[src/rtl/core/anp_pkg.sv]
// shared types, constants and helper functions for the ascii number parser
// no dependencies; used by anp_step and ascii_number_parser_core
package anp_pkg;

    localparam int DEFAULT_MAX_HEX_DIGITS = 8;

    localparam int CHAR_W  = 8;
    localparam int VALUE_W = 32;
    localparam int DIGIT_W = 4;

    localparam logic [CHAR_W-1:0] CHAR_NUL     = 8'h00;
    localparam logic [CHAR_W-1:0] CHAR_DOLLAR  = 8'h24;
    localparam logic [CHAR_W-1:0] CHAR_ZERO    = 8'h30;
    localparam logic [CHAR_W-1:0] CHAR_NINE    = 8'h39;
    localparam logic [CHAR_W-1:0] CHAR_X_LOWER = 8'h78;
    localparam logic [CHAR_W-1:0] CHAR_A_LOWER = 8'h61;
    localparam logic [CHAR_W-1:0] CHAR_F_LOWER = 8'h66;
    localparam logic [CHAR_W-1:0] CHAR_A_UPPER = 8'h41;
    localparam logic [CHAR_W-1:0] CHAR_F_UPPER = 8'h46;
    localparam logic [CHAR_W-1:0] HEX_LOWER_OFS = 8'd87;
    localparam logic [CHAR_W-1:0] HEX_UPPER_OFS = 8'd55;

    typedef enum logic [1:0] {
        PH_START = 2'd0,
        PH_ZERO  = 2'd1,
        PH_DEC   = 2'd2,
        PH_HEX   = 2'd3
    } anp_phase_t;

    // parse state that does not depend on the hex digit limit
    typedef struct packed {
        anp_phase_t         phase;
        logic [VALUE_W-1:0] acc;
        logic               error;
    } anp_core_t;

    function automatic logic is_dec_digit(input logic [CHAR_W-1:0] c);
        return (c >= CHAR_ZERO) && (c <= CHAR_NINE);
    endfunction

    // digit value in the low four bits, bit 4 set when not a hex digit
    function automatic logic [DIGIT_W:0] hex_value(input logic [CHAR_W-1:0] c);
        logic [CHAR_W-1:0] diff;
        diff = 8'd0;
        if (is_dec_digit(c)) begin
            diff = c - CHAR_ZERO;
            return {1'b0, diff[DIGIT_W-1:0]};
        end
        if ((c >= CHAR_A_LOWER) && (c <= CHAR_F_LOWER)) begin
            diff = c - HEX_LOWER_OFS;
            return {1'b0, diff[DIGIT_W-1:0]};
        end
        if ((c >= CHAR_A_UPPER) && (c <= CHAR_F_UPPER)) begin
            diff = c - HEX_UPPER_OFS;
            return {1'b0, diff[DIGIT_W-1:0]};
        end
        return {1'b1, {DIGIT_W{1'b0}}};
    endfunction

endpackage

[src/rtl/core/anp_step.sv]
// next parse state for one non-terminator character
// depends on anp_pkg
module anp_step #(
    parameter int MAX_HEX_DIGITS = anp_pkg::DEFAULT_MAX_HEX_DIGITS,
    parameter int CNT_W          = $clog2(MAX_HEX_DIGITS + 1)
) (
    input  logic [anp_pkg::CHAR_W-1:0] character,
    input  anp_pkg::anp_core_t         cur,
    input  logic [CNT_W-1:0]           cnt,
    output anp_pkg::anp_core_t         nxt,
    output logic [CNT_W-1:0]           cnt_next
);

    logic                                dec_ok;
    logic [anp_pkg::VALUE_W-1:0]         dec_acc;
    logic [anp_pkg::DIGIT_W:0]           hex_d;
    logic                                hex_full;
    logic [anp_pkg::CHAR_W-1:0]          dec_diff;

    // acc * 10 + digit as two shifts and adds
    assign dec_ok   = anp_pkg::is_dec_digit(character);
    assign dec_diff = character - anp_pkg::CHAR_ZERO;
    assign dec_acc  = {cur.acc[anp_pkg::VALUE_W-4:0], 3'b000}
                    + {cur.acc[anp_pkg::VALUE_W-2:0], 1'b0}
                    + {{(anp_pkg::VALUE_W-anp_pkg::DIGIT_W){1'b0}},
                       dec_diff[anp_pkg::DIGIT_W-1:0]};
    assign hex_d    = anp_pkg::hex_value(character);
    assign hex_full = cnt >= CNT_W'(MAX_HEX_DIGITS);

    // phase transitions, accumulator, digit count and error flag
    always_comb
    begin
        nxt      = cur;
        cnt_next = cnt;
        if (!cur.error)
        begin
            unique case (cur.phase)
                anp_pkg::PH_START:
                begin
                    if (character == anp_pkg::CHAR_DOLLAR)
                        nxt.phase = anp_pkg::PH_HEX;
                    else if (character == anp_pkg::CHAR_ZERO)
                    begin
                        nxt.phase = anp_pkg::PH_ZERO;
                        nxt.acc   = '0;
                    end
                    else
                    begin
                        nxt.phase = anp_pkg::PH_DEC;
                        if (dec_ok)
                            nxt.acc = dec_acc;
                        else
                            nxt.error = 1'b1;
                    end
                end
                anp_pkg::PH_ZERO:
                begin
                    if (character == anp_pkg::CHAR_X_LOWER)
                    begin
                        nxt.phase = anp_pkg::PH_HEX;
                        nxt.acc   = '0;
                    end
                    else
                    begin
                        nxt.phase = anp_pkg::PH_DEC;
                        if (dec_ok)
                            nxt.acc = dec_acc;
                        else
                            nxt.error = 1'b1;
                    end
                end
                anp_pkg::PH_HEX:
                begin
                    if (hex_full || hex_d[anp_pkg::DIGIT_W])
                        nxt.error = 1'b1;
                    else
                    begin
                        nxt.acc  = {cur.acc[anp_pkg::VALUE_W-anp_pkg::DIGIT_W-1:0],
                                    hex_d[anp_pkg::DIGIT_W-1:0]};
                        cnt_next = cnt + CNT_W'(1);
                    end
                end
                default:
                begin
                    nxt.phase = anp_pkg::PH_DEC;
                    if (dec_ok)
                        nxt.acc = dec_acc;
                    else
                        nxt.error = 1'b1;
                end
            endcase
        end
    end

endmodule

[src/rtl/core/ascii_number_parser_core.sv]
// ascii number parser: one character per request in, one number per string out
// result path: an accepted terminator passes the input register, then sets the result register and m_tvalid
// throughput: one character per cycle while no terminator stalls; set by the combinational parse step
// a terminator stalls only while the result register is full and not taken
// reset (rst_n low, async): parser back at start of string, both registers empty
// depends on anp_pkg and anp_step
module ascii_number_parser_core #(
    parameter int MAX_HEX_DIGITS = anp_pkg::DEFAULT_MAX_HEX_DIGITS
) (
    input  logic                          clk,
    input  logic                          rst_n,
    // character stream
    input  logic                          s_tvalid,
    output logic                          s_tready,
    input  logic [anp_pkg::CHAR_W-1:0]    s_tdata,   // [7:0] character
    // result stream
    output logic                          m_tvalid,
    input  logic                          m_tready,
    output logic [anp_pkg::VALUE_W-1:0]   m_tdata,   // [31:0] value
    output logic                          m_tuser    // [0] rejected
);

    localparam int CNT_W = $clog2(MAX_HEX_DIGITS + 1);

    // input register
    logic                        in_valid_reg, in_valid_next;
    logic [anp_pkg::CHAR_W-1:0]  in_char_reg;

    // parse state
    anp_pkg::anp_core_t          core_reg, core_next, core_step;
    logic [CNT_W-1:0]            cnt_reg, cnt_next, cnt_step;

    // result register
    logic                        out_valid_reg, out_valid_next;
    logic [anp_pkg::VALUE_W-1:0] out_value_reg;
    logic                        out_rejected_reg;

    logic is_term;
    logic out_free;
    logic proc_fire;
    logic term_fire;
    logic in_take;

    assign is_term   = in_char_reg == anp_pkg::CHAR_NUL;
    assign out_free  = !out_valid_reg || m_tready;
    // a terminator needs room in the result register, other characters never wait
    assign proc_fire = in_valid_reg && (!is_term || out_free);
    assign term_fire = proc_fire && is_term;
    assign s_tready  = !in_valid_reg || proc_fire;
    assign in_take   = s_tvalid && s_tready;

    anp_step #(
        .MAX_HEX_DIGITS (MAX_HEX_DIGITS),
        .CNT_W          (CNT_W)
    ) u_step (
        .character (in_char_reg),
        .cur       (core_reg),
        .cnt       (cnt_reg),
        .nxt       (core_step),
        .cnt_next  (cnt_step)
    );

    // parse state update; the terminator restarts the string
    always_comb
    begin
        core_next = core_reg;
        cnt_next  = cnt_reg;
        if (term_fire)
        begin
            core_next.phase = anp_pkg::PH_START;
            core_next.acc   = '0;
            core_next.error = 1'b0;
            cnt_next        = '0;
        end
        else if (proc_fire)
        begin
            core_next = core_step;
            cnt_next  = cnt_step;
        end
    end

    always_comb
    begin
        in_valid_next = in_valid_reg;
        if (in_take)
            in_valid_next = 1'b1;
        else if (proc_fire)
            in_valid_next = 1'b0;
    end

    always_comb
    begin
        out_valid_next = out_valid_reg;
        if (term_fire)
            out_valid_next = 1'b1;
        else if (m_tready)
            out_valid_next = 1'b0;
    end

    // control state
    always_ff @(posedge clk or negedge rst_n)
    begin
        if (!rst_n)
        begin
            in_valid_reg    <= 1'b0;
            out_valid_reg   <= 1'b0;
            core_reg.phase  <= anp_pkg::PH_START;
            core_reg.acc    <= '0;
            core_reg.error  <= 1'b0;
            cnt_reg         <= '0;
        end
        else
        begin
            in_valid_reg  <= in_valid_next;
            out_valid_reg <= out_valid_next;
            core_reg      <= core_next;
            cnt_reg       <= cnt_next;
        end
    end

    // payload registers
    always_ff @(posedge clk)
    begin
        if (in_take)
            in_char_reg <= s_tdata;
        if (term_fire)
        begin
            // rejected strings report zero
            out_value_reg    <= core_reg.error ? '0 : core_reg.acc;
            out_rejected_reg <= core_reg.error;
        end
    end

    assign m_tvalid = out_valid_reg;
    assign m_tdata  = out_value_reg;
    assign m_tuser  = out_rejected_reg;

endmodule

[config.mk]
export PLATFORM = sky130hd
export DESIGN_NAME = ascii_number_parser_core
export DESIGN_NICKNAME = d
export VERILOG_FILES = /design/src/rtl/core/anp_pkg.sv /design/src/rtl/core/anp_step.sv /design/src/rtl/core/ascii_number_parser_core.sv
export SDC_FILE = /design/constraint.sdc
export NUM_CORES = 1
export LEC_CHECK = 0
export ABC_AREA = 1
export BUFFER_PORTS_ARGS = -buffer_cell sky130_fd_sc_hd__buf_2
export CORE_ASPECT_RATIO = 0.5
export CORE_UTILIZATION = 50
export CTS_BUF_LIST = sky130_fd_sc_hd__clkbuf_4 sky130_fd_sc_hd__clkbuf_8
export DETAILED_ROUTE_END_ITERATION = 8
export PLACE_DENSITY = 0.78
export SLEW_MARGIN = 20
export SYNTH_ARGS = -nofsm -noshare
export SYNTH_HDL_FRONTEND = slang
export SYNTH_HIERARCHICAL = 1
export SYNTH_SLANG_ARGS = --single-unit
[constraint.sdc]
create_clock -name clk -period 2.7 [get_ports clk]
set_clock_uncertainty 0.15 [all_clocks]
set_input_delay 0 -clock clk [delete_from_list [all_inputs] [get_ports clk]]
set_output_delay 0 -clock clk [all_outputs]
set_load 0.005 [all_outputs]
Yosys cells after proc, flatten, opt, wreduce, memory -nomap -nowiden

Index checks and enable logic that the tools add are counted.

Bits in registers: 82
Bits of input ports: 12
Output and inout port bits: 35
Logic and storage cells: 90

Add/subtract/negate cells: 6
Order comparisons: 7
Equal/unequal tests: 10
Mux-type cells: 36
Reduce and logical (&&, ||, !) cells: 22

Operator list:

| kind                                                                             | count |
|---|---|
| 35-bit two-way mux                                                               | 3 |
| 33-bit case mux with 3 select lines                                              | 1 |
| 33-bit two-way mux                                                               | 2 |
| 32-bit two-way mux                                                               | 2 |
| 34-bit two-way mux                                                               | 1 |
| 32-bit adder                                                                     | 1 |
| 32-bit by 4-bit adder with 32-bit output                                         | 1 |
| 5-bit two-way mux                                                                | 6 |
| 4-bit two-way mux                                                                | 5 |
| 8-bit by 6-bit equality test with 1-bit output, second input constant            | 2 |
| 8-bit by 7-bit >= comparator with 1-bit output, second input constant            | 2 |
| 8-bit by 7-bit less-or-equal comparator with 1-bit output, second input constant | 2 |
| 1-bit two-way mux                                                                | 14 |
| 8-bit by 7-bit equality test with 1-bit output, second input constant            | 1 |
| 8-bit by 6-bit >= comparator with 1-bit output, second input constant            | 1 |
| 8-bit by 6-bit less-or-equal comparator with 1-bit output, second input constant | 1 |
| 8-bit zero test                                                                  | 1 |
| 4-bit AND reduction                                                              | 2 |
| 2-bit nonzero test                                                               | 4 |
| 4-bit by 3-bit subtractor with 4-bit output, second input constant               | 2 |
| 1-bit logical AND                                                                | 6 |
| 3-bit inequality test, second input constant                                     | 2 |
| 2-bit case mux with 3 select lines                                               | 1 |
| 4-bit by 1-bit adder with 4-bit output, second input constant                    | 1 |
| other kinds (11)                                                                 | 17 |

Depth between registers and ports, before layout

Word-level depth: 15
Mapped depth: 18
Mapped depth without buffers: 18

By module

Netlist, hierarchy kept.

Modules (own cells, without submodules):

| module                   | instances | cells each | area an instance (um2) | sequential area each (um2) |
|---|---|---|---|---|
| anp_step                 | 1         | 855        | 4254.1                 | 0.0 |
| ascii_number_parser_core | 1         | 300        | 3200.6                 | 2257.2 |

Worst setup path before layout

No wires, ideal clock.

Kind: register -> register
Start point: reg in_char_reg[3] in the netlist's numbering
End point: reg core_reg[31] in the netlist's numbering
Library setup time: 66 ps
Arrival time: 2427 ps
Data required time: 2484 ps
Path slack: 56 ps
Cell stages (with the launch flop): 17
Path buffers: 0
Clock period less this slack: 2644 ps
Cells stage by stage: edfxtp_1 inv_2 fa_1 fa_1 inv_1 nand3_1 nand3_1 nand3_1 nand3_1 nand2_1 nand2_1 nand2_1 nand3_1 nand2_1 a21oi_1 nand3_1 nand2_1

RTL lines:

| what                   | RTL line                        | RTL |
|---|---|---|
| from (decl)            | ascii_number_parser_core.sv:27  | `logic [anp_pkg::CHAR_W-1:0] in_char_reg;` |
| from (signal assigned) | ascii_number_parser_core.sv:125 | `in_char_reg <= s_tdata;` |
| to (signal assigned)   | ascii_number_parser_core.sv:116 | `core_reg <= core_next;` |
| to (decl)              | ascii_number_parser_core.sv:30  | `anp_pkg::anp_core_t core_reg, core_next, core_step;` |

==> results.ini <==
[finish]
area_delta_synth_final_pct=27.4
n_antenna_cell=0
drive_gt1_share_pct=24.1
fin_nets=1373
final_util_pct=65.5
mostFrequentLayoutCells=349 x nand2_1, 166 x inv_1, 147 x nor2_1
layout_commonest_cell=nand2_1
largest_reg_flops=35

[yosys]
synth_cell_types=38
postSynth.asyncResetShare_pct=50.0
synth_area_per_cell_sq_um=6.45
ys.flop_type=edfxtp_1
synth_edf_count=41
seq_area_frac_synth_pct=30.3
synth-warning-count=6
synthCells=1155
synth_nets=1233
netlist_area_sq_mm=0.00745
ys_ff_latch=82

[hold_path]
hold_end=in_char_reg[0]
whs_path_depth=2
min_path_type=input pin to register
hp-start=s_tdata[0]

[critical_path]
crit_top_cell=nand2_1
cp_slowest_cell=dfrtp_1
crit_start=core_reg[7]
cp-end-kind=register
path_cells=ha_1, ha_2, nand2_1, nor2_1, nand3_1, nand3b_1, nand3_2, nand2_1, nand2_1, nand3_2, nand2_1, a21oi_1, nand3_1, nand2_1
path_class=register to register
worstPathArrival_ps=3030
rr_startpoint=core_reg[7]
reg2reg_slack_ps=-170
r2r-end=core_reg[20]
critical_path.max_fanout=4
required_ps=2860
rr_worst_depth=14
cpPeakStageDelay_ps=440
start_kind=register

[clock_network]
clkTransAtPathRegs_ps=100
clockBufferDepth=2
numClockSinks=82
htree_levels=3
tritoncts=built
clock_latency_ps=380
numCtsBuffers=9
root_buffer=clkbuf_8

[die]
die_x_microns=175
rows=31
chipHeight_microns=88.3
initial_utilization_pct=51.4
ios=47
core-area_sq_mm=0.0145
die_area_sq_mm=0.0154

[pwr]
pwr-share-comb_pct=63.5
p_seq_share_pct=23.7
p_clk_share_pct=12.9
p_sw_share_pct=47.0
switchingPower_mw=3.22
power.density_mw_per_mm2=721
peakVddDrop_v=0.000297
intPower_mw=3.63
leakagePower_nw=4.95

[grt]
grt_pass1_vias=7441
grt_overflow=0
grtUsageTotal_pct=28.6
grt_pass1_wl_mm=35.0
antenna_found_initial=0
grt_max_degree=59

[sta]
min_period_ps=2870
drv_slew=0
hold_violations=0
fin_crit_sh_pct=106
fin_ws_ps=-173
worstMarginPinSlew_ps=751
slew_headroom_pct=49.8
rsz0062_at_grt=true
fmax_mhz=348
setup_viol=17

[place]
gp_congestion=0.906
port_buffers=46
hpwlAfterDp_mm=15.6
preCtsSetupSlack_ps=-201

[drt]
post-route-drc-count=0
drtIter0Drc=840
dr.pass1.iters=9
ant_nets=0
via_per_inst=5.40
vias=8093
finalWirelength_mm=23.1
routedWlPerCell_microns=15.4

[run_status]
outcome=complete, but fails checks
violations=negative setup slack

[flow_run]
drv_cap=0

==> per-stage QoR <==
step / hold slack [ps] / TNS (ps) / instances / cell area (sq um) / total power, mW
floorplan: -446 / 0 / 1155 / 7450 / 3.86
global placement: 27.8 / -1570 / 1449 / 8410 / 5.07
detailed placement: 28.1 / -3320 / 1449 / 8410 / 5.16
CTS: 163 / -169 / 1480 / 8840 / 6.15
global route: 167 / -4480 / 1498 / 9500 / 7.34
finish: 170 / -1410 / 1498 / 9500 / 6.85
==> worst max-delay path, delay by kind of cell (launching register included) <==
kind,cells,cell delay [ps]
AOI/OAI and AO/OA,1,120
adders and majority gates,2,700
DFF,1,440
and+or+nand+nor,11,1390
==> metal layers <==
| layer | share of wire [%] | GRT usage, % | wire length, microns | vias up |
|---|---|---|---|---|
| met5 | 0 | 0 | 0 | - |
| met4 | 3.7 | 11.5 | 844 | 0 |
| met3 | 7.4 | 5.15 | 1700 | 94 |
| met2 | 46 | 49.8 | 10600 | 417 |
| met1 | 43 | 36.0 | 9880 | 3683 |
| li1 | - | - | - | 3899 |
==> cells in the mapped netlist, types with 2 or more instances <==
cell | count | area, sq um
or2_2 | 2 | 12.5
fa_1 | 2 | 40.0
nand3b_1 | 9 | 67.6
dfrtp_1 | 41 | 1030
o21ai_1 | 7 | 35.0
xor2_1 | 6 | 52.6
ha_1 | 64 | 801
clkbuf_1 | 12 | 45.0
buf_2 | 9 | 45.0
o21ai_0 | 11 | 55.1
a22oi_1 | 2 | 15.0
o21ai_2 | 2 | 17.5
xnor2_1 | 6 | 52.6
edfxtp_1 | 41 | 1230
nand4_1 | 6 | 37.5
nor2_1 | 162 | 608
nand2_2 | 15 | 93.8
nand2_1 | 380 | 1430
o21bai_1 | 5 | 37.5
buf_4 | 7 | 52.6
a21oi_1 | 62 | 310
buf_1 | 4 | 15.0
o211ai_1 | 3 | 22.5
nor3_2 | 2 | 20.0
nand3_1 | 101 | 505
inv_2 | 5 | 18.8
nor2_4 | 3 | 33.8
buf_6 | 4 | 45.0
inv_1 | 170 | 638
nor3_1 | 3 | 15.0
and2_1 | 2 | 12.5
==> timing repair <==
| action | in CTS | in global routing |
|---|---|---|
| endpoints found under the hold margin | 59 | 11 |
| setup buffers | 2 | 14 |
| pin swaps | 20 | 75 |
| endpoints found under the setup margin | 27 | 33 |
| hold buffers | 13 | 1 |
| resized for setup | 28 | 115 |
| gates cloned | 0 | 2 |
==> logic make-up after synthesis <==
group | count (synthesis) | synth area share [%]
buffers and inverters | 212 | 11.8
AOI/OAI and AO/OA | 96 | 6.98
DFF | 82 | 30.3
and+or+nand+nor | 687 | 38.3
adders and majority gates | 66 | 11.3
xor gates and xnor gates | 12 | 1.41
==> how the worst max path moves through the flow <==
| stage | slack [ps] | end | cells after the start |
|---|---|---|---|
| 6_report | -170 | core_reg[20] | 14 |
| 3_3_place_gp | -130 | core_reg[31] | 16 |
| 5_1_grt | -310 | core_reg[28] | 14 |
| 2_1_floorplan | 60 | core_reg[31] | 16 |
| 4_1_cts | -60 | core_reg[20] | 16 |
| 3_5_place_dp | -200 | core_reg[10] | 16 |
==> power groups by stage <==
stage | Combinational (mW) | Sequential (mW) | Clock [mW]
2_1_floorplan | 2.19 | 1.68 | 0
3_3_place_gp | 3.43 | 1.64 | 0
3_5_place_dp | 3.51 | 1.64 | 0
4_1_cts | 3.64 | 1.62 | 0.891
5_1_grt | 4.76 | 1.64 | 0.942
6_report | 4.35 | 1.62 | 0.883
==> area by class of cell <==
| cell class | instances | area [sq um] |
|---|---|---|
| Fill cell | 1213 | 5010 |
| Multi-Input combinational cell | 862 | 4890 |
| Sequential cell | 82 | 2260 |
| Timing Repair Buffer | 165 | 1250 |
| Inverter | 175 | 659 |
| Tap cell | 198 | 248 |
| Clock buffer | 9 | 124 |
| Clock inverter | 7 | 58.8 |
Power figures use the tool's default switching activity.
